`src/hdl/ffra_pkg.sv`:
```
package ffra_pkg;

  localparam int MAX_COLUMNS_DEF = 16;
  localparam int MAX_ROWS_DEF    = 16;
  localparam int PAGE_COUNT_DEF  = 2;

  localparam int DIM_W = 5;

  localparam logic CMD_CLEAR = 1'b0;
  localparam logic CMD_PLACE = 1'b1;

  typedef enum logic [2:0] {
    REG_SECOND_EN   = 3'd0,
    REG_FIRST_COLS  = 3'd1,
    REG_FIRST_ROWS  = 3'd2,
    REG_SECOND_COLS = 3'd3,
    REG_SECOND_ROWS = 3'd4
  } reg_idx_t;

  typedef struct packed {
    logic             second_en;
    logic [DIM_W-1:0] first_cols;
    logic [DIM_W-1:0] first_rows;
    logic [DIM_W-1:0] second_cols;
    logic [DIM_W-1:0] second_rows;
  } cfg_t;

  typedef enum logic [2:0] {
    S_IDLE,
    S_PAGE,
    S_FETCH,
    S_DRAIN,
    S_SCAN,
    S_MREAD,
    S_MWRITE,
    S_DONE
  } state_t;

endpackage

```
`src/hdl/ffra_bitmap.sv`:
```
module ffra_bitmap #(
  parameter int DEPTH = 32,
  parameter int WIDTH = 16,
  localparam int AW = (DEPTH > 1) ? $clog2(DEPTH) : 1
) (
  input  logic             clk,
  input  logic             rst,
  input  logic             clear,
  input  logic             rd_en,
  input  logic [AW-1:0]    rd_addr,
  output logic [WIDTH-1:0] rd_data,
  input  logic             wr_en,
  input  logic [AW-1:0]    wr_addr,
  input  logic [WIDTH-1:0] wr_data
);

  logic [WIDTH-1:0] mem [DEPTH];
  logic [DEPTH-1:0] valid;

  // An entry that has not been written since reset or the last clear reads as free.
  always_ff @(posedge clk) begin
    if (rst || clear) begin
      valid <= '0;
    end else if (wr_en) begin
      valid[wr_addr] <= 1'b1;
    end
  end

  always_ff @(posedge clk) begin
    if (wr_en) begin
      mem[wr_addr] <= wr_data;
    end
  end

  always_ff @(posedge clk) begin
    if (rd_en) begin
      rd_data <= valid[rd_addr] ? mem[rd_addr] : '0;
    end
  end

endmodule

```
`src/hdl/ffra_seq.sv`:
```
module ffra_seq #(
  parameter int MAX_COLUMNS = ffra_pkg::MAX_COLUMNS_DEF,
  parameter int MAX_ROWS    = ffra_pkg::MAX_ROWS_DEF,
  parameter int PAGE_COUNT  = ffra_pkg::PAGE_COUNT_DEF,
  localparam int DEPTH = PAGE_COUNT * MAX_ROWS,
  localparam int AW    = (DEPTH > 1) ? $clog2(DEPTH) : 1
) (
  input  logic                   clk,
  input  logic                   rst,
  input  ffra_pkg::cfg_t         cfg,
  input  logic                   in_valid,
  output logic                   in_ready,
  input  logic                   in_command,
  input  logic [4:0]             in_width,
  input  logic [4:0]             in_height,
  output logic                   out_valid,
  input  logic                   out_ready,
  output logic                   out_placed,
  output logic                   out_page,
  output logic [3:0]             out_col,
  output logic [3:0]             out_row,
  output logic                   bm_clear,
  output logic                   bm_rd_en,
  output logic [AW-1:0]          bm_rd_addr,
  input  logic [MAX_COLUMNS-1:0] bm_rd_data,
  output logic                   bm_wr_en,
  output logic [AW-1:0]          bm_wr_addr,
  output logic [MAX_COLUMNS-1:0] bm_wr_data
);

  localparam int CW = $clog2(MAX_COLUMNS + 1);
  localparam int RW = $clog2(MAX_ROWS + 1);

  ffra_pkg::state_t state, state_next;

  logic [4:0]             w, w_next;
  logic [4:0]             h, h_next;
  logic                   page, page_next;
  logic [CW-1:0]          cols, cols_next;
  logic [RW-1:0]          rows, rows_next;
  logic [RW-1:0]          y, y_next;
  logic [CW-1:0]          x, x_next;
  logic [4:0]             k, k_next;
  logic [MAX_COLUMNS-1:0] acc, acc_next;
  logic                   fetch_d;
  logic                   res_placed, res_placed_next;
  logic                   res_page, res_page_next;
  logic [3:0]             res_col, res_col_next;
  logic [3:0]             res_row, res_row_next;
  logic                   load_out;

  logic [4:0]             raw_cols;
  logic [4:0]             raw_rows;
  logic [CW-1:0]          page_cols;
  logic [RW-1:0]          page_rows;
  logic [MAX_COLUMNS-1:0] win;
  logic [AW-1:0]          row_addr;
  logic                   more_pages;

  always_ff @(posedge clk) begin
    if (rst) begin
      state <= ffra_pkg::S_IDLE;
    end else begin
      state <= state_next;
    end
  end

  always_comb begin
    raw_cols   = page ? cfg.second_cols : cfg.first_cols;
    raw_rows   = page ? cfg.second_rows : cfg.first_rows;
    page_cols  = (int'(raw_cols) > MAX_COLUMNS) ? CW'(MAX_COLUMNS) : CW'(raw_cols);
    page_rows  = (int'(raw_rows) > MAX_ROWS) ? RW'(MAX_ROWS) : RW'(raw_rows);
    win        = (~({MAX_COLUMNS{1'b1}} << w)) << x;
    row_addr   = AW'(int'(page) * MAX_ROWS + int'(y) + int'(k));
    more_pages = (page == 1'b0) && (PAGE_COUNT > 1) && cfg.second_en;

    state_next      = state;
    w_next          = w;
    h_next          = h;
    page_next       = page;
    cols_next       = cols;
    rows_next       = rows;
    y_next          = y;
    x_next          = x;
    k_next          = k;
    acc_next        = fetch_d ? (acc | bm_rd_data) : acc;
    res_placed_next = res_placed;
    res_page_next   = res_page;
    res_col_next    = res_col;
    res_row_next    = res_row;
    load_out        = 1'b0;
    in_ready        = 1'b0;
    bm_clear        = 1'b0;
    bm_rd_en        = 1'b0;
    bm_wr_en        = 1'b0;
    bm_rd_addr      = row_addr;
    bm_wr_addr      = row_addr;
    bm_wr_data      = bm_rd_data | win;

    case (state)
      ffra_pkg::S_IDLE: begin
        in_ready        = 1'b1;
        res_placed_next = 1'b0;
        res_page_next   = 1'b0;
        res_col_next    = '0;
        res_row_next    = '0;
        if (in_valid) begin
          if (in_command == ffra_pkg::CMD_CLEAR) begin
            bm_clear   = 1'b1;
            state_next = ffra_pkg::S_DONE;
          end else begin
            w_next     = (in_width == 5'd0) ? 5'd1 : in_width;
            h_next     = (in_height == 5'd0) ? 5'd1 : in_height;
            page_next  = 1'b0;
            state_next = ffra_pkg::S_PAGE;
          end
        end
      end
      ffra_pkg::S_PAGE: begin
        cols_next = page_cols;
        rows_next = page_rows;
        y_next    = '0;
        x_next    = '0;
        k_next    = '0;
        acc_next  = '0;
        if (int'(w) <= int'(page_cols) && int'(h) <= int'(page_rows)) begin
          state_next = ffra_pkg::S_FETCH;
        end else if (more_pages) begin
          page_next = 1'b1;
        end else begin
          state_next = ffra_pkg::S_DONE;
        end
      end
      ffra_pkg::S_FETCH: begin
        bm_rd_en = 1'b1;
        k_next   = k + 5'd1;
        if (int'(k) + 1 == int'(h)) begin
          state_next = ffra_pkg::S_DRAIN;
        end
      end
      ffra_pkg::S_DRAIN: begin
        x_next     = '0;
        state_next = ffra_pkg::S_SCAN;
      end
      ffra_pkg::S_SCAN: begin
        k_next = '0;
        if ((acc & win) == '0) begin
          res_placed_next = 1'b1;
          res_page_next   = page;
          res_col_next    = 4'(x);
          res_row_next    = 4'(y);
          state_next      = ffra_pkg::S_MREAD;
        end else if (int'(x) + int'(w) < int'(cols)) begin
          x_next = x + CW'(1);
        end else if (int'(y) + int'(h) < int'(rows)) begin
          y_next     = y + RW'(1);
          acc_next   = '0;
          state_next = ffra_pkg::S_FETCH;
        end else if (more_pages) begin
          page_next  = 1'b1;
          state_next = ffra_pkg::S_PAGE;
        end else begin
          state_next = ffra_pkg::S_DONE;
        end
      end
      ffra_pkg::S_MREAD: begin
        bm_rd_en   = 1'b1;
        state_next = ffra_pkg::S_MWRITE;
      end
      ffra_pkg::S_MWRITE: begin
        bm_wr_en = 1'b1;
        k_next   = k + 5'd1;
        if (int'(k) + 1 == int'(h)) begin
          state_next = ffra_pkg::S_DONE;
        end else begin
          state_next = ffra_pkg::S_MREAD;
        end
      end
      ffra_pkg::S_DONE: begin
        if (!out_valid || out_ready) begin
          load_out   = 1'b1;
          state_next = ffra_pkg::S_IDLE;
        end
      end
      default: begin
        state_next = ffra_pkg::S_IDLE;
      end
    endcase
  end

  always_ff @(posedge clk) begin
    if (rst) begin
      fetch_d   <= 1'b0;
      out_valid <= 1'b0;
    end else begin
      fetch_d <= (state == ffra_pkg::S_FETCH);
      if (load_out) begin
        out_valid <= 1'b1;
      end else if (out_ready) begin
        out_valid <= 1'b0;
      end
    end
  end

  always_ff @(posedge clk) begin
    w          <= w_next;
    h          <= h_next;
    page       <= page_next;
    cols       <= cols_next;
    rows       <= rows_next;
    y          <= y_next;
    x          <= x_next;
    k          <= k_next;
    acc        <= acc_next;
    res_placed <= res_placed_next;
    res_page   <= res_page_next;
    res_col    <= res_col_next;
    res_row    <= res_row_next;
    if (load_out) begin
      out_placed <= res_placed;
      out_page   <= res_page;
      out_col    <= res_col;
      out_row    <= res_row;
    end
  end

endmodule

```
`src/hdl/first_fit_rectangle_allocator_core.sv`:
```
// Channel    Direction  Handshake                    Payload
// s_*        in         s_tvalid / s_tready          tuser: command; tdata: width, height
// m_*        out        m_tvalid / m_tready          tuser: placed; tdata: page, column, row
// APB        in         psel & penable & pwrite      five configuration registers at 4*i
//
// A clear request goes straight to the last step, where its result is loaded; a new request
// is taken only in idle. A place request runs, after acceptance, for each page tried, a setup
// step and, for each top row tried, a fetch of height rows, a drain step and a compare step per
// column position; a hit adds a read and a write of each of its rows, then the last step loads
// the result. The single bitmap read port and the shared window compare keep these steps serial.
// Reset clears the bitmap at once; a result that is not taken holds the block in its last step.
module first_fit_rectangle_allocator_core #(
  parameter int MAX_COLUMNS = ffra_pkg::MAX_COLUMNS_DEF,
  parameter int MAX_ROWS    = ffra_pkg::MAX_ROWS_DEF,
  parameter int PAGE_COUNT  = ffra_pkg::PAGE_COUNT_DEF
) (
  input  logic        clk,
  input  logic        rst,
  input  logic        s_tvalid,
  output logic        s_tready,
  input  logic [15:0] s_tdata,   // [4:0] item_width, [9:5] item_height, rest zero
  input  logic        s_tuser,   // [0] command
  output logic        m_tvalid,
  input  logic        m_tready,
  output logic [15:0] m_tdata,   // [0] page_index, [4:1] column_pos, [8:5] row_pos, rest zero
  output logic        m_tuser,   // [0] placed
  input  logic        psel,
  input  logic        penable,
  input  logic        pwrite,
  input  logic [4:0]  paddr,
  input  logic [31:0] pwdata,
  output logic [31:0] prdata,
  output logic        pready
);

  localparam int DEPTH = PAGE_COUNT * MAX_ROWS;
  localparam int AW    = (DEPTH > 1) ? $clog2(DEPTH) : 1;

  ffra_pkg::cfg_t cfg;

  logic                   bm_clear;
  logic                   bm_rd_en;
  logic [AW-1:0]          bm_rd_addr;
  logic [MAX_COLUMNS-1:0] bm_rd_data;
  logic                   bm_wr_en;
  logic [AW-1:0]          bm_wr_addr;
  logic [MAX_COLUMNS-1:0] bm_wr_data;
  logic                   out_page;
  logic [3:0]             out_col;
  logic [3:0]             out_row;
  logic                   cfg_write;

  assign pready    = 1'b1;
  assign cfg_write = psel && penable && pwrite && pready;

  always_ff @(posedge clk) begin
    if (rst) begin
      cfg.second_en   <= 1'b0;
      cfg.first_cols  <= 5'd4;
      cfg.first_rows  <= 5'd3;
      cfg.second_cols <= 5'd0;
      cfg.second_rows <= 5'd0;
    end else if (cfg_write) begin
      case (paddr[4:2])
        ffra_pkg::REG_SECOND_EN:   cfg.second_en   <= pwdata[0];
        ffra_pkg::REG_FIRST_COLS:  cfg.first_cols  <= pwdata[4:0];
        ffra_pkg::REG_FIRST_ROWS:  cfg.first_rows  <= pwdata[4:0];
        ffra_pkg::REG_SECOND_COLS: cfg.second_cols <= pwdata[4:0];
        ffra_pkg::REG_SECOND_ROWS: cfg.second_rows <= pwdata[4:0];
        default: begin
        end
      endcase
    end
  end

  always_comb begin
    case (paddr[4:2])
      ffra_pkg::REG_SECOND_EN:   prdata = 32'(cfg.second_en);
      ffra_pkg::REG_FIRST_COLS:  prdata = 32'(cfg.first_cols);
      ffra_pkg::REG_FIRST_ROWS:  prdata = 32'(cfg.first_rows);
      ffra_pkg::REG_SECOND_COLS: prdata = 32'(cfg.second_cols);
      ffra_pkg::REG_SECOND_ROWS: prdata = 32'(cfg.second_rows);
      default:                   prdata = '0;
    endcase
  end

  ffra_bitmap #(
    .DEPTH (DEPTH),
    .WIDTH (MAX_COLUMNS)
  ) u_bitmap (
    .clk     (clk),
    .rst     (rst),
    .clear   (bm_clear),
    .rd_en   (bm_rd_en),
    .rd_addr (bm_rd_addr),
    .rd_data (bm_rd_data),
    .wr_en   (bm_wr_en),
    .wr_addr (bm_wr_addr),
    .wr_data (bm_wr_data)
  );

  ffra_seq #(
    .MAX_COLUMNS (MAX_COLUMNS),
    .MAX_ROWS    (MAX_ROWS),
    .PAGE_COUNT  (PAGE_COUNT)
  ) u_seq (
    .clk        (clk),
    .rst        (rst),
    .cfg        (cfg),
    .in_valid   (s_tvalid),
    .in_ready   (s_tready),
    .in_command (s_tuser),
    .in_width   (s_tdata[4:0]),
    .in_height  (s_tdata[9:5]),
    .out_valid  (m_tvalid),
    .out_ready  (m_tready),
    .out_placed (m_tuser),
    .out_page   (out_page),
    .out_col    (out_col),
    .out_row    (out_row),
    .bm_clear   (bm_clear),
    .bm_rd_en   (bm_rd_en),
    .bm_rd_addr (bm_rd_addr),
    .bm_rd_data (bm_rd_data),
    .bm_wr_en   (bm_wr_en),
    .bm_wr_addr (bm_wr_addr),
    .bm_wr_data (bm_wr_data)
  );

  assign m_tdata = {7'd0, out_row, out_col, out_page};

endmodule

```
`config.mk`:
```
export PLATFORM = sky130hd
export DESIGN_NAME = first_fit_rectangle_allocator_core
export DESIGN_NICKNAME = d
export VERILOG_FILES = /design/src/hdl/ffra_pkg.sv /design/src/hdl/ffra_bitmap.sv /design/src/hdl/ffra_seq.sv /design/src/hdl/first_fit_rectangle_allocator_core.sv
export SDC_FILE = /design/constraint.sdc
export NUM_CORES = 1
export LEC_CHECK = 0
export BUFFER_PORTS_ARGS = -buffer_cell sky130_fd_sc_hd__buf_2
export CAP_MARGIN = 10
export CORE_MARGIN = 2
export CORE_UTILIZATION = 54
export CTS_CLUSTER_DIAMETER = 40
export DETAILED_ROUTE_END_ITERATION = 10
export MAX_ROUTING_LAYER = met4
export PLACE_DENSITY_LB_ADDON = 0.08
export SYNTH_ARGS = -nofsm -noshare
export SYNTH_HDL_FRONTEND = slang
export SYNTH_SLANG_ARGS = --single-unit
```
`constraint.sdc`:
```
create_clock -name clk -period 4.9 [get_ports clk]
set_input_delay 0.49 -clock clk [delete_from_list [all_inputs] [get_ports clk]]
set_output_delay 0.49 -clock clk [all_outputs]
set_load 0.01 [all_outputs]
```
# After elaboration in Yosys (flattened, before gate mapping)

Memory sizes are Yosys's and may differ from the RTL's. A register that Yosys moved wholly into a read port is not among the register bits.
Index checks and enable logic that the tools add are counted.

Flip-flop bits (word level): 130
Bits in writable memories: 512
Input port bits: 61
Output and inout bits: 52
Logic and storage cells: 173
Memories: 1

$add $sub $neg: 8
$lt $le $gt $ge: 8
Equal/unequal tests: 25
Shifts and indexed selects: 2
Multiplexer cells: 62
Bitwise logic cells: 6
Reductions and logical operators: 35

Memory list:

| memory       | depth | width | rd ports | clocked after memory_dff | wr ports | RTL line          | text |
|---|---|---|---|---|---|---|---|
| u_bitmap.mem | 32    | 16    | 1        | 1                        | 1        | ffra_bitmap.sv:17 | `logic [WIDTH-1:0] mem [DEPTH];` |

Operators by type and width:

| cell                                              | number |
|---|---|
| < comparator 32 x 6 -> 1 bit                      | 2 |
| two-way mux 16 bit                                | 4 |
| two-way mux 5 bit                                 | 9 |
| == test 32 x 6 -> 1 bit                           | 1 |
| bitwise OR 16 bit                                 | 2 |
| bitwise OR 32 bit                                 | 1 |
| case mux 16 bit (2 select lines)                  | 1 |
| two-way mux 3 bit                                 | 10 |
| case mux 5 bit (2 select lines)                   | 3 |
| case mux 5 bit (5 select lines)                   | 1 |
| case mux 3 bit (8 select lines)                   | 1 |
| two-way mux 1 bit                                 | 23 |
| bitwise AND 16 bit                                | 1 |
| zero test 16 bit                                  | 1 |
| NOT 16 bit                                        | 1 |
| case mux 4 bit (2 select lines)                   | 2 |
| << shifter 16 x 5 -> 16 bit                       | 1 |
| << shifter 16 x 5 -> 16 bit, first input constant | 1 |
| adder 5 x 1 -> 5 bit, second input constant       | 3 |
| == test 3 bit, second input constant              | 5 |
| adder 5 x 5 -> 6 bit                              | 2 |
| == test 3 x 2 -> 1 bit, second input constant     | 4 |
| inequality test 2 bit, second input constant      | 6 |
| AND reduction 2 bit                               | 6 |
| 29 further kinds                                  | 55 |

# Logic depth before layout (Yosys ltp)

Gate-level depths: netlist (run 1).

Word-level depth: 7
Gate-level depth with buffers: 14
Gate-level depth less buffers: 12

# Cells and area by module

Synthesis (run 1) repeated with hierarchy kept, for this count alone.

Cells, all modules: 1,817
Area total of the unflattened synthesis: 28,588.7 µm²

By module, submodules not included:

| module                             | instances | cells an instance | area an instance (µm²) | sequential area each (µm²) |
|---|---|---|---|---|
| ffra_bitmap                        | 1         | 1,087             | 21,725.8               | 16,495.8 |
| ffra_seq                           | 1         | 578               | 5,476.5                | 2,102.0 |
| first_fit_rectangle_allocator_core | 1         | 152               | 1,386.3                | 420.4 |

# Least setup slack after synthesis (run 1)

No wires, ideal clock.

Path kind: register to register
From: reg u_seq.y[0]
To: mem u_bitmap.mem[11][0], enable pin
Setup time: 390 ps
Arrival: 3,477 ps
Data required time: 4,510 ps
Slack: 1,033 ps
Stages on the path, launching flop included: 8
Buffers on the path: 4
Clock period less this slack: 3,867 ps
Cells stage by stage: edfxtp_1 > ha_1 > clkbuf_1 > buf_2 > buf_1 > clkbuf_1 > nand4_1 > nor2_1

Word-level cells in the longest chain between the ends: 2

Ends and longest elaborated chain:

| item                      | RTL line          | text |
|---|---|---|
| start: declaration        | ffra_seq.sv:41    | `logic [RW-1:0] y, y_next;` |
| start signal: assignment  | ffra_seq.sv:211   | `y <= y_next;` |
| adder 5 bit (2 in series) | ffra_seq.sv:74    | `row_addr = AW'(int'(page) * MAX_ROWS + int'(y) + int'(k));` |
| end: declaration          | ffra_bitmap.sv:17 |  |

Every way passes these cells.

# Worst setup path in the final report (run 1)

From: reg u_seq.y[2]
To: reg u_bitmap.rd_data[9], read port of u_bitmap.mem (data pin)

Word-level cells in the longest chain between the ends: 5

Ends and longest elaborated chain:

| item                                    | RTL line          | text |
|---|---|---|
| adder 5 bit * (2 in series)             | ffra_seq.sv:74    |  |
| binary-select mux 1 bit (select 5 bit)  | ffra_bitmap.sv:37 | `rd_data <= valid[rd_addr] ? mem[rd_addr] : '0;` |
| two-way mux 1 bit (implied by the code) | ffra_bitmap.sv:37 |  |
| zero test 1 bit (no line)               | n/a               |  |
| end: declaration                        | ffra_bitmap.sv:11 | `output logic [WIDTH-1:0] rd_data,` |

Mark *: on every way between the ends. The rest lies on a longest branch, timed or not. The select of a mux whose other input is x is not followed.
A chain may end at the register's enable or synchronous reset.

==> flow_summary.ini, run 1 <==
[outcome]
status = completed

[worst_hold_path]
hp-start = s_tdata[4]
hold_depth = 1
min_path_type = in2reg
hold-path-endpoint = u_seq.w[4]

[timing]
setup_viol = 0
hold_viol = 0
hold_ws_ps = 68.5
fmax_ghz = 0.248
skew_ps = 20.6
post-route-min-period_ps = 4040
rsz0062_at_grt = false
slew_headroom = 0.229
tightest_slew_ps = 1160
fin_crit_sh = 0.824
tns_ps = 0
drv_slew = 0

[synthesis]
ys_seq_area_frac = 0.695
synth_edf_count = 584
ys_types = 77
netlist_area_sq_um = 27400
syn_inst = 1604
yosysTopAreaCellShare = 0.641
avgSynthCellArea_sq_um = 17.1
synth_seq_cells = 658
yosysWarnings = 0
synthFlopType = edfxtp_1
synth_area_leaders = edfxtp_1 (64%), mux4_2 (11%), dfxtp_1 (5.4%)
async_reset_ff_frac = 0
synth_largest_area_cell = edfxtp_1

[clock_tree]
post_cts_buffers = 0
cts_buffer_depth = 3
clk_pin_slew_worst_paths_ps = 50
cts_buffers = 86
ctsHoldBuffers = 0
cts.sinks = 658
tritoncts = built
post_cts_resized = 0
cts_max_level = 3
clock_latency_ps = 630
clock-root-buffer = clkbuf_16

[critical_path]
reg2reg_depth = 11
cp-start-kind = register
worst_ep_arrival_time_ps = 4390
regToRegSetupSlack_ps = 860
r2r_start = u_seq.y[2]
critPathCaptureType = register
critical_path_required_ps = 5250
worstSetupPathType = reg2reg
crit_start = u_seq.y[2]
reg2reg_to = u_bitmap.rd_data[9]
path_max_fanout = 10

[global_routing]
grt_pass1_wl_mm = 98.3
use_met3 = 0.0481
grt_max_degree = 58
gr-total-overflow = 0
grt_pass1_vias = 15400
met2_usage = 0.413
antenna_found_initial = 0
use_met1 = 0.346
grt_busiest_layer = met2
grtUsageTotal = 0.265

[detailed_routing]
viasPerCell = 6.16
drt_iter0_markers = 1574
route.detailed.drc = 0
first_pass_iters = 6
drtAntennaViolNets = 0
wl_per_cell_um = 26.8
routed-via-count = 15100
routed_wl_mm = 65.7

[floorplan]
die_x_um = 229
core_area_sq_um = 50100
ios = 113
row_count = 82
initial_core_util = 0.546
die_area_sq_um = 52500
die_y_um = 229

[power_and_ir_drop]
ir_drop_mv = 0.739
total_power_mw = 23.1
p_leak_nw = 10.8
power.density_nw_per_um2 = 732

[finish]
final_cell_mix = edfxtp_1 (584), mux4_2 (136), clkbuf_16 (89)
n_antenna_cell = 0
area_growth_pct = 15.4
drive_gt1_frac = 0.252
fillers = 3668
final_common_cell = edfxtp_1
nNetsFinal = 1812
fin_util = 0.630

[place]
io_buffers = 42
place.gp.congestion = 0.898
dp_hpwl_mm = 40.7

[run]
drv_cap = 0
## flip-flops by register name, indices dropped and copies added, names as in the netlist, 5 cells and up
name / count
u_bitmap.valid: 32
u_seq.w: 5
u_seq.cols: 5
u_seq.y: 5
u_seq.x: 5
cfg: 21
u_seq.rows: 5
u_seq.h: 5
u_seq.k: 5
u_bitmap.rd_data: 16
u_seq.acc: 16
u_bitmap.mem: 512
## stage by stage
| step | cell area (sq um) | cells | worst slack, ps |
|---|---|---|---|
| 2_1_floorplan | 27500 | 1637 | 1030 |
| 3_3_place_gp | 28600 | 2292 | 900 |
| 3_5_place_dp | 28600 | 2292 | 883 |
| 4_1_cts | 31500 | 2450 | 865 |
| 5_1_grt | 31600 | 2451 | 713 |
| 6_report | 31600 | 2451 | 864 |
## cell type report
class / count / area [sq um] / area share
flip-flops and latches: 658 / 19000 / 0.603
clock inverters: 60 / 697 / 0.0221
well taps: 672 / 841 / 0.0266
multi-input cells: 812 / 7790 / 0.247
inverters: 44 / 165 / 0.00523
repair buffers: 107 / 756 / 0.0239
clock buffers: 98 / 2300 / 0.0729
## cells by family after synthesis
logic type | after synthesis | synth area share
adder cells (fa/ha/maj) | 43 | 0.0204
AND/OR/NAND/NOR | 252 | 0.0442
other | 2 | 0.000275
buffers and inverters | 167 | 0.0295
multiplexers | 172 | 0.125
flip-flops | 658 | 0.695
XOR/XNOR | 29 | 0.00929
AO/OA/AOI/OAI | 281 | 0.0755
## Yosys cell counts (all sizes together) (4+ instances only)
cell	n
o21ai	26
a21o	16
mux4	136
o21a	34
ha	39
and3	4
buf	63
mux2	7
inv	35
a31oi	4
a21oi	54
o22ai	10
nand3	27
nor3	9
a32oi	4
nand2	36
dfxtp	74
o21bai	6
xor2	13
xnor2	16
a22oi	9
nand2b	11
o31ai	4
a221oi	35
and2	13
nand4	5
a22o	36
clkinv	9
edfxtp	584
mux2i	29
a211o	6
nor2	112
nor2b	10
or2	9
clkbuf	60
## worst max-delay path: stages (launching register included)
cell and delay, ps:
edfxtp_1 500, ha_1 340, ha_1 290, a21o_1 170, a21oi_1 250, xnor2_1 190, nand3_1 290, clkinv_1 480
buf_4 380, a22o_1 220, a221oi_1 520, a21oi_1 140
## report_power, final
part	switching [mW]	total, mW	internal (mW)
clock	2.45	6.44	4.00
sequential	0.404	7.55	7.15
combinational	5.55	9.13	3.57
## worst max-delay path by stage
stage / slack [ps] / end
floorplan: 1030 / u_bitmap.mem[11][0]
global placement: 900 / u_bitmap.rd_data[9]
detailed placement: 880 / u_bitmap.rd_data[9]
CTS: 870 / u_bitmap.rd_data[9]
global route: 710 / u_bitmap.rd_data[9]
finish: 860 / u_bitmap.rd_data[9]
## per-layer routing
metal | routed length [um] | up-vias | share of wire
met5 | 0 | - | 0
met4 | 2860 | 0 | 0.043
met3 | 4250 | 141 | 0.065
met2 | 31800 | 589 | 0.48
met1 | 26800 | 7761 | 0.41
li1 | - | 6597 | -
Power figures use the tool's default switching activity.
==> run 2, diff against run 1 <==
clock period = 4.2 ns   (was 4.9 ns; I/O delays follow)
==> run 2 against run 1 <==
Effect of this change:
- register-to-register slack worse by 390 ps
- sequential share of layout area down 1.5 points
- non-clock buffer count up 47
- die area unchanged
- wire length up 3.9%
- cell count up 3.0%
- design area up 2.5%
- global-route usage up 1.0 points
- via count up 2.7%
- hold slack worse by 8.7 ps
- first-iteration DRC count down 5.0%
- sequential power up 15%
==> flow_summary.ini, run 2 (synthesis gave the netlist of run 1 again) <==
[critical_path]
path_max_fanout = 23
worst_ep_arrival_time_ps = 3980
critical_path_required_ps = 4450
cp-start-kind = register
critPathCaptureType = register
worstSetupPathType = reg2reg

[worst_hold_path]
min_path_type = in2reg

[global_routing]
grtUsageTotal = 0.275
grt_max_degree = 37
gr-total-overflow = 0
grt_pass1_vias = 15600
grt_pass1_wl_mm = 102
antenna_found_initial = 0

[run]
drv_cap = 0

[place]
io_buffers = 42
place.gp.congestion = 0.910
place_area_sq_um = 28900
dp_hpwl_mm = 43.2

[detailed_routing]
routed_wl_mm = 68.2
viasPerCell = 6.14
first_pass_iters = 5
drt_iter0_markers = 1496
drtAntennaViolNets = 0
route.detailed.drc = 0
wl_per_cell_um = 27.0
routed-via-count = 15500

[finish]
n_antenna_cell = 0
regMostFlops = u_bitmap.mem
area_growth_pct = 18.3
fillers = 3572
nNetsFinal = 1871
drive_gt1_frac = 0.280
final_common_cell = edfxtp_1
reg_top3 = u_bitmap.mem (512), u_bitmap.valid (32), cfg (21)
fin_util = 0.646
largest_reg_flops = 512
final_cell_area_sq_um = 32300
final_cell_mix = edfxtp_1 (584), mux4_2 (136), clkbuf_16 (100)

[power_and_ir_drop]
p_clk_frac = 0.290
comb_power_share = 0.403
ir_drop_mv = 0.456
sw_frac_of_total = 0.366
power.density_nw_per_um2 = 878
p_leak_nw = 11.2
seqPwrFrac = 0.307
switchingPower_mw = 10.4
cellInternalPower_mw = 18.0

[timing]
rsz0062_at_grt = false
post-route-min-period_ps = 3730
skew_ps = 22.2
tns_ps = 0
fin_crit_sh = 0.888
hold_viol = 0
fmax_ghz = 0.268
slew_headroom = 0.213
setup_viol = 0
tightest_slew_ps = 1180
drv_slew = 0

[clock_tree]
cts_buffer_depth = 3
tritoncts = built
cts.sinks = 658
clock_latency_ps = 640
clk_pin_slew_worst_paths_ps = 50
clock-root-buffer = clkbuf_16
cts_max_level = 3
cts_buffers = 98

[floorplan]
initial_core_util = 0.546
ios = 113
die_y_um = 229
die_area_sq_um = 52500
row_count = 82
core_area_sq_um = 50100
die_x_um = 229

[outcome]
status = completed
## run 2: cell type report
class | instances | area (sq um) | share of cell area
clock buffer | 108 | 2570 | 0.0795
clock inverter | 77 | 820 | 0.0253
inverter | 44 | 165 | 0.00511
multi-input combinational | 812 | 7790 | 0.241
sequential | 658 | 19000 | 0.588
tap | 672 | 841 | 0.0260
timing repair buffer | 154 | 1150 | 0.0354
## run 2: worst paths after layout
check / startpoint / endpoint / slack (ps) / cells after the start
setup / recovery: u_seq.x[2] / u_seq.y[4] / 470 / 7
hold reg to reg: u_seq.res_col[0] / u_seq.out_col[0] / 420 / 0
hold / removal: pwdata[2] / cfg[17] / 60 / 2
setup reg to reg: u_seq.x[2] / u_seq.y[4] / 470 / 7
## run 2: routing by layer
metal	share of wire	GRT usage
met1	0.41	0.363
met2	0.49	0.437
met3	0.059	0.0448
met4	0.035	0.0978
met5	0	-
## run 2: timing repair
action	in CTS	in global routing
hold endpoints to repair	8	0
hold buffers	8	0
gates resized for setup	0	0
buffers inserted	0	0
## run 2: metrics by stage
stage | setup WS [ps] | std cells | hold slack, ps | power [mW]
after global routing | 244 | 2525 | 39.1 | 29.6
after floorplan | 333 | 1637 | 400 | 15.7
after global placement | 481 | 2332 | 401 | 20.2
after detailed placement | 511 | 2332 | 406 | 20.3
final | 470 | 2525 | 59.7 | 28.4
after CTS | 515 | 2525 | 30.1 | 28.6
## run 2: power groups by stage
stage	combinational (mW)	sequential, mW	clock (mW)
floorplan	7.04	8.62	0
CTS	11.5	8.71	8.32
detailed placement	11.5	8.85	0
global route	12.1	8.77	8.64
global placement	11.3	8.83	0
finish	11.4	8.72	8.24
## run 2: critical path: stages (launching register included)
cell	delay, ps
edfxtp_1	720
nor2_1	460
a221o_1	230
nor2_1	70
a32o_1	260
or4_1	510
or4_1	610
a21o_1	490
==> run 3, diff against run 2 <==
ABC_CLOCK_PERIOD_IN_PS = 4200   (was default)
CTS_BUF_LIST = sky130_fd_sc_hd__clkbuf_8   (was default)
GPL_TIMING_DRIVEN = 0   (was default)
==> run 3 against run 2 <==
Effect of this change:
- clock power shrank 35%
- clock skew grew 19 ps
- wire length grew 12%
- setup slack lost 370 ps
- flip-flop and latch count is the same
- first-iteration DRC count grew 34%
- largest power group unchanged
==> flow_summary.ini, run 3 (synthesis gave the netlist of run 1 again) <==
[timing]
tns_ps = 0
setup_viol = 0
hold_ws_ps = 125
drv_slew = 0
fin_ws_ps = 102
hold_viol = 0
fmax_ghz = 0.244
fin_crit_sh = 0.976
slew_headroom = 0.189
rsz0062_at_grt = true
tightest_slew_ps = 1220
post-route-min-period_ps = 4100
skew_ps = 41.6

[critical_path]
critPathMaxStageDelay_ps = 730
path_buf_inv = 2
critical_path_required_ps = 4720
crit_start = u_seq.y[2]
path_max_fanout = 10
worst_ep_arrival_time_ps = 4620
worstSetupPathType = reg2reg
critPathCaptureType = register
r2r_start = u_seq.y[2]
slowest_stage = buf_1
cp-start-kind = register
path_cells = ha_1 -> ha_1 -> a21o_1 -> a21oi_1 -> xor2_1 -> nand2_4 -> clkinv_4 -> buf_1 -> a221oi_1 -> a21oi_1
critPathTopFamily = compound AO/OA/AOI/OAI gates

[run]
drv_cap = 0

[clock_tree]
clock-root-buffer = clkbuf_8
cts_buffers = 108
cts.sinks = 658
cts_max_level = 3
cts_buffer_depth = 3
tritoncts = built
clock_latency_ps = 730
clk_pin_slew_worst_paths_ps = 60

[power_and_ir_drop]
total_power_mw = 26.6
power.density_nw_per_um2 = 830
ir_drop_mv = 0.622
p_leak_nw = 11.1

[finish]
area_growth_pct = 17.1
n_antenna_cell = 0
fin_cells = 2623
fillers = 3604
multi_input_area_sq_um = 8050
final_common_cell = edfxtp_1
nNetsFinal = 1965
reg_top3 = u_bitmap.mem (512), u_bitmap.valid (32), cfg (21)
final_cell_mix = edfxtp_1 (584), mux4_2 (136), clkbuf_8 (113)
final_cell_area_sq_um = 32000
largest_reg_flops = 512
drive_gt1_frac = 0.282
register_area_sq_um = 19000
regMostFlops = u_bitmap.mem
fin_util = 0.640

[detailed_routing]
drtAntennaViolNets = 0
viasPerCell = 6.21
routed-via-count = 16300
route.detailed.drc = 0
routed_wl_mm = 76.2
wl_per_cell_um = 29.0
drt_iter0_markers = 2004
first_pass_iters = 5

[place]
dp_hpwl_mm = 49.0
dp.cells = 2377
place.gp.congestion = 0.909
io_buffers = 41
place_area_sq_um = 29100
place_ws_ps = -1520

[global_routing]
grt_max_degree = 33
grt_pass1_wl_mm = 110
gr-total-overflow = 0
grt_pass1_vias = 16100
grtUsageTotal = 0.302
antenna_found_initial = 0

[floorplan]
die_y_um = 229
initial_core_util = 0.546
core_area_sq_um = 50100
ios = 113
row_count = 82
die_x_um = 229
die_area_sq_um = 52500

[worst_hold_path]
min_path_type = in2reg
hp-start = m_tready

[outcome]
status = completed
-- run 3: power by group --
group	internal, mW	switching (mW)	total, mW
Combinational	4.51	8.20	12.7
Clock	2.74	2.58	5.32
Sequential	8.33	0.236	8.56
Total	15.6	11.0	26.6
-- run 3: layout make-up --
cell class / instances / area share
clock buffers: 113 / 0.0486
well taps: 672 / 0.0263
multi-input cells: 812 / 0.251
repair buffers: 117 / 0.0373
plain buffers: 121 / 0.0218
clock inverters: 86 / 0.0152
flip-flops and latches: 658 / 0.594
inverters: 44 / 0.00578
-- run 3: metal layers --
layer,wire (um),up-vias,track usage
met3,6910,175,0.0599
met4,2940,0,0.116
met5,0,-,-
met1,29400,8342,0.395
met2,36900,878,0.474
li1,-,6900,-
-- run 3: worst reg2reg max path: cells and delay by family (launching register included) --
family / cells / cell delay [ps]
compound gates: 4 / 1070
buf+inv: 2 / 940
fa+ha+maj: 2 / 650
xor+xnor: 1 / 530
flops: 1 / 510
simple gates: 1 / 230
-- run 3: final timing paths --
path	slack (ps)	cells after the start	endpoint
worst max-delay path	100	10	u_bitmap.rd_data[13]
worst min register to register	410	0	u_seq.out_row[3]
worst max register to register	100	10	u_bitmap.rd_data[13]
worst min-delay path	120	3	u_seq.out_valid
-- run 3: repair_timing --
action / CTS / global route
hold endpoints to repair: 23 / 0
buffers inserted: 32 / 0
pin swaps: 14 / 0
hold buffers: 15 / 0
endpoints found under the setup margin: 560 / 39
resized for setup: 93 / 26
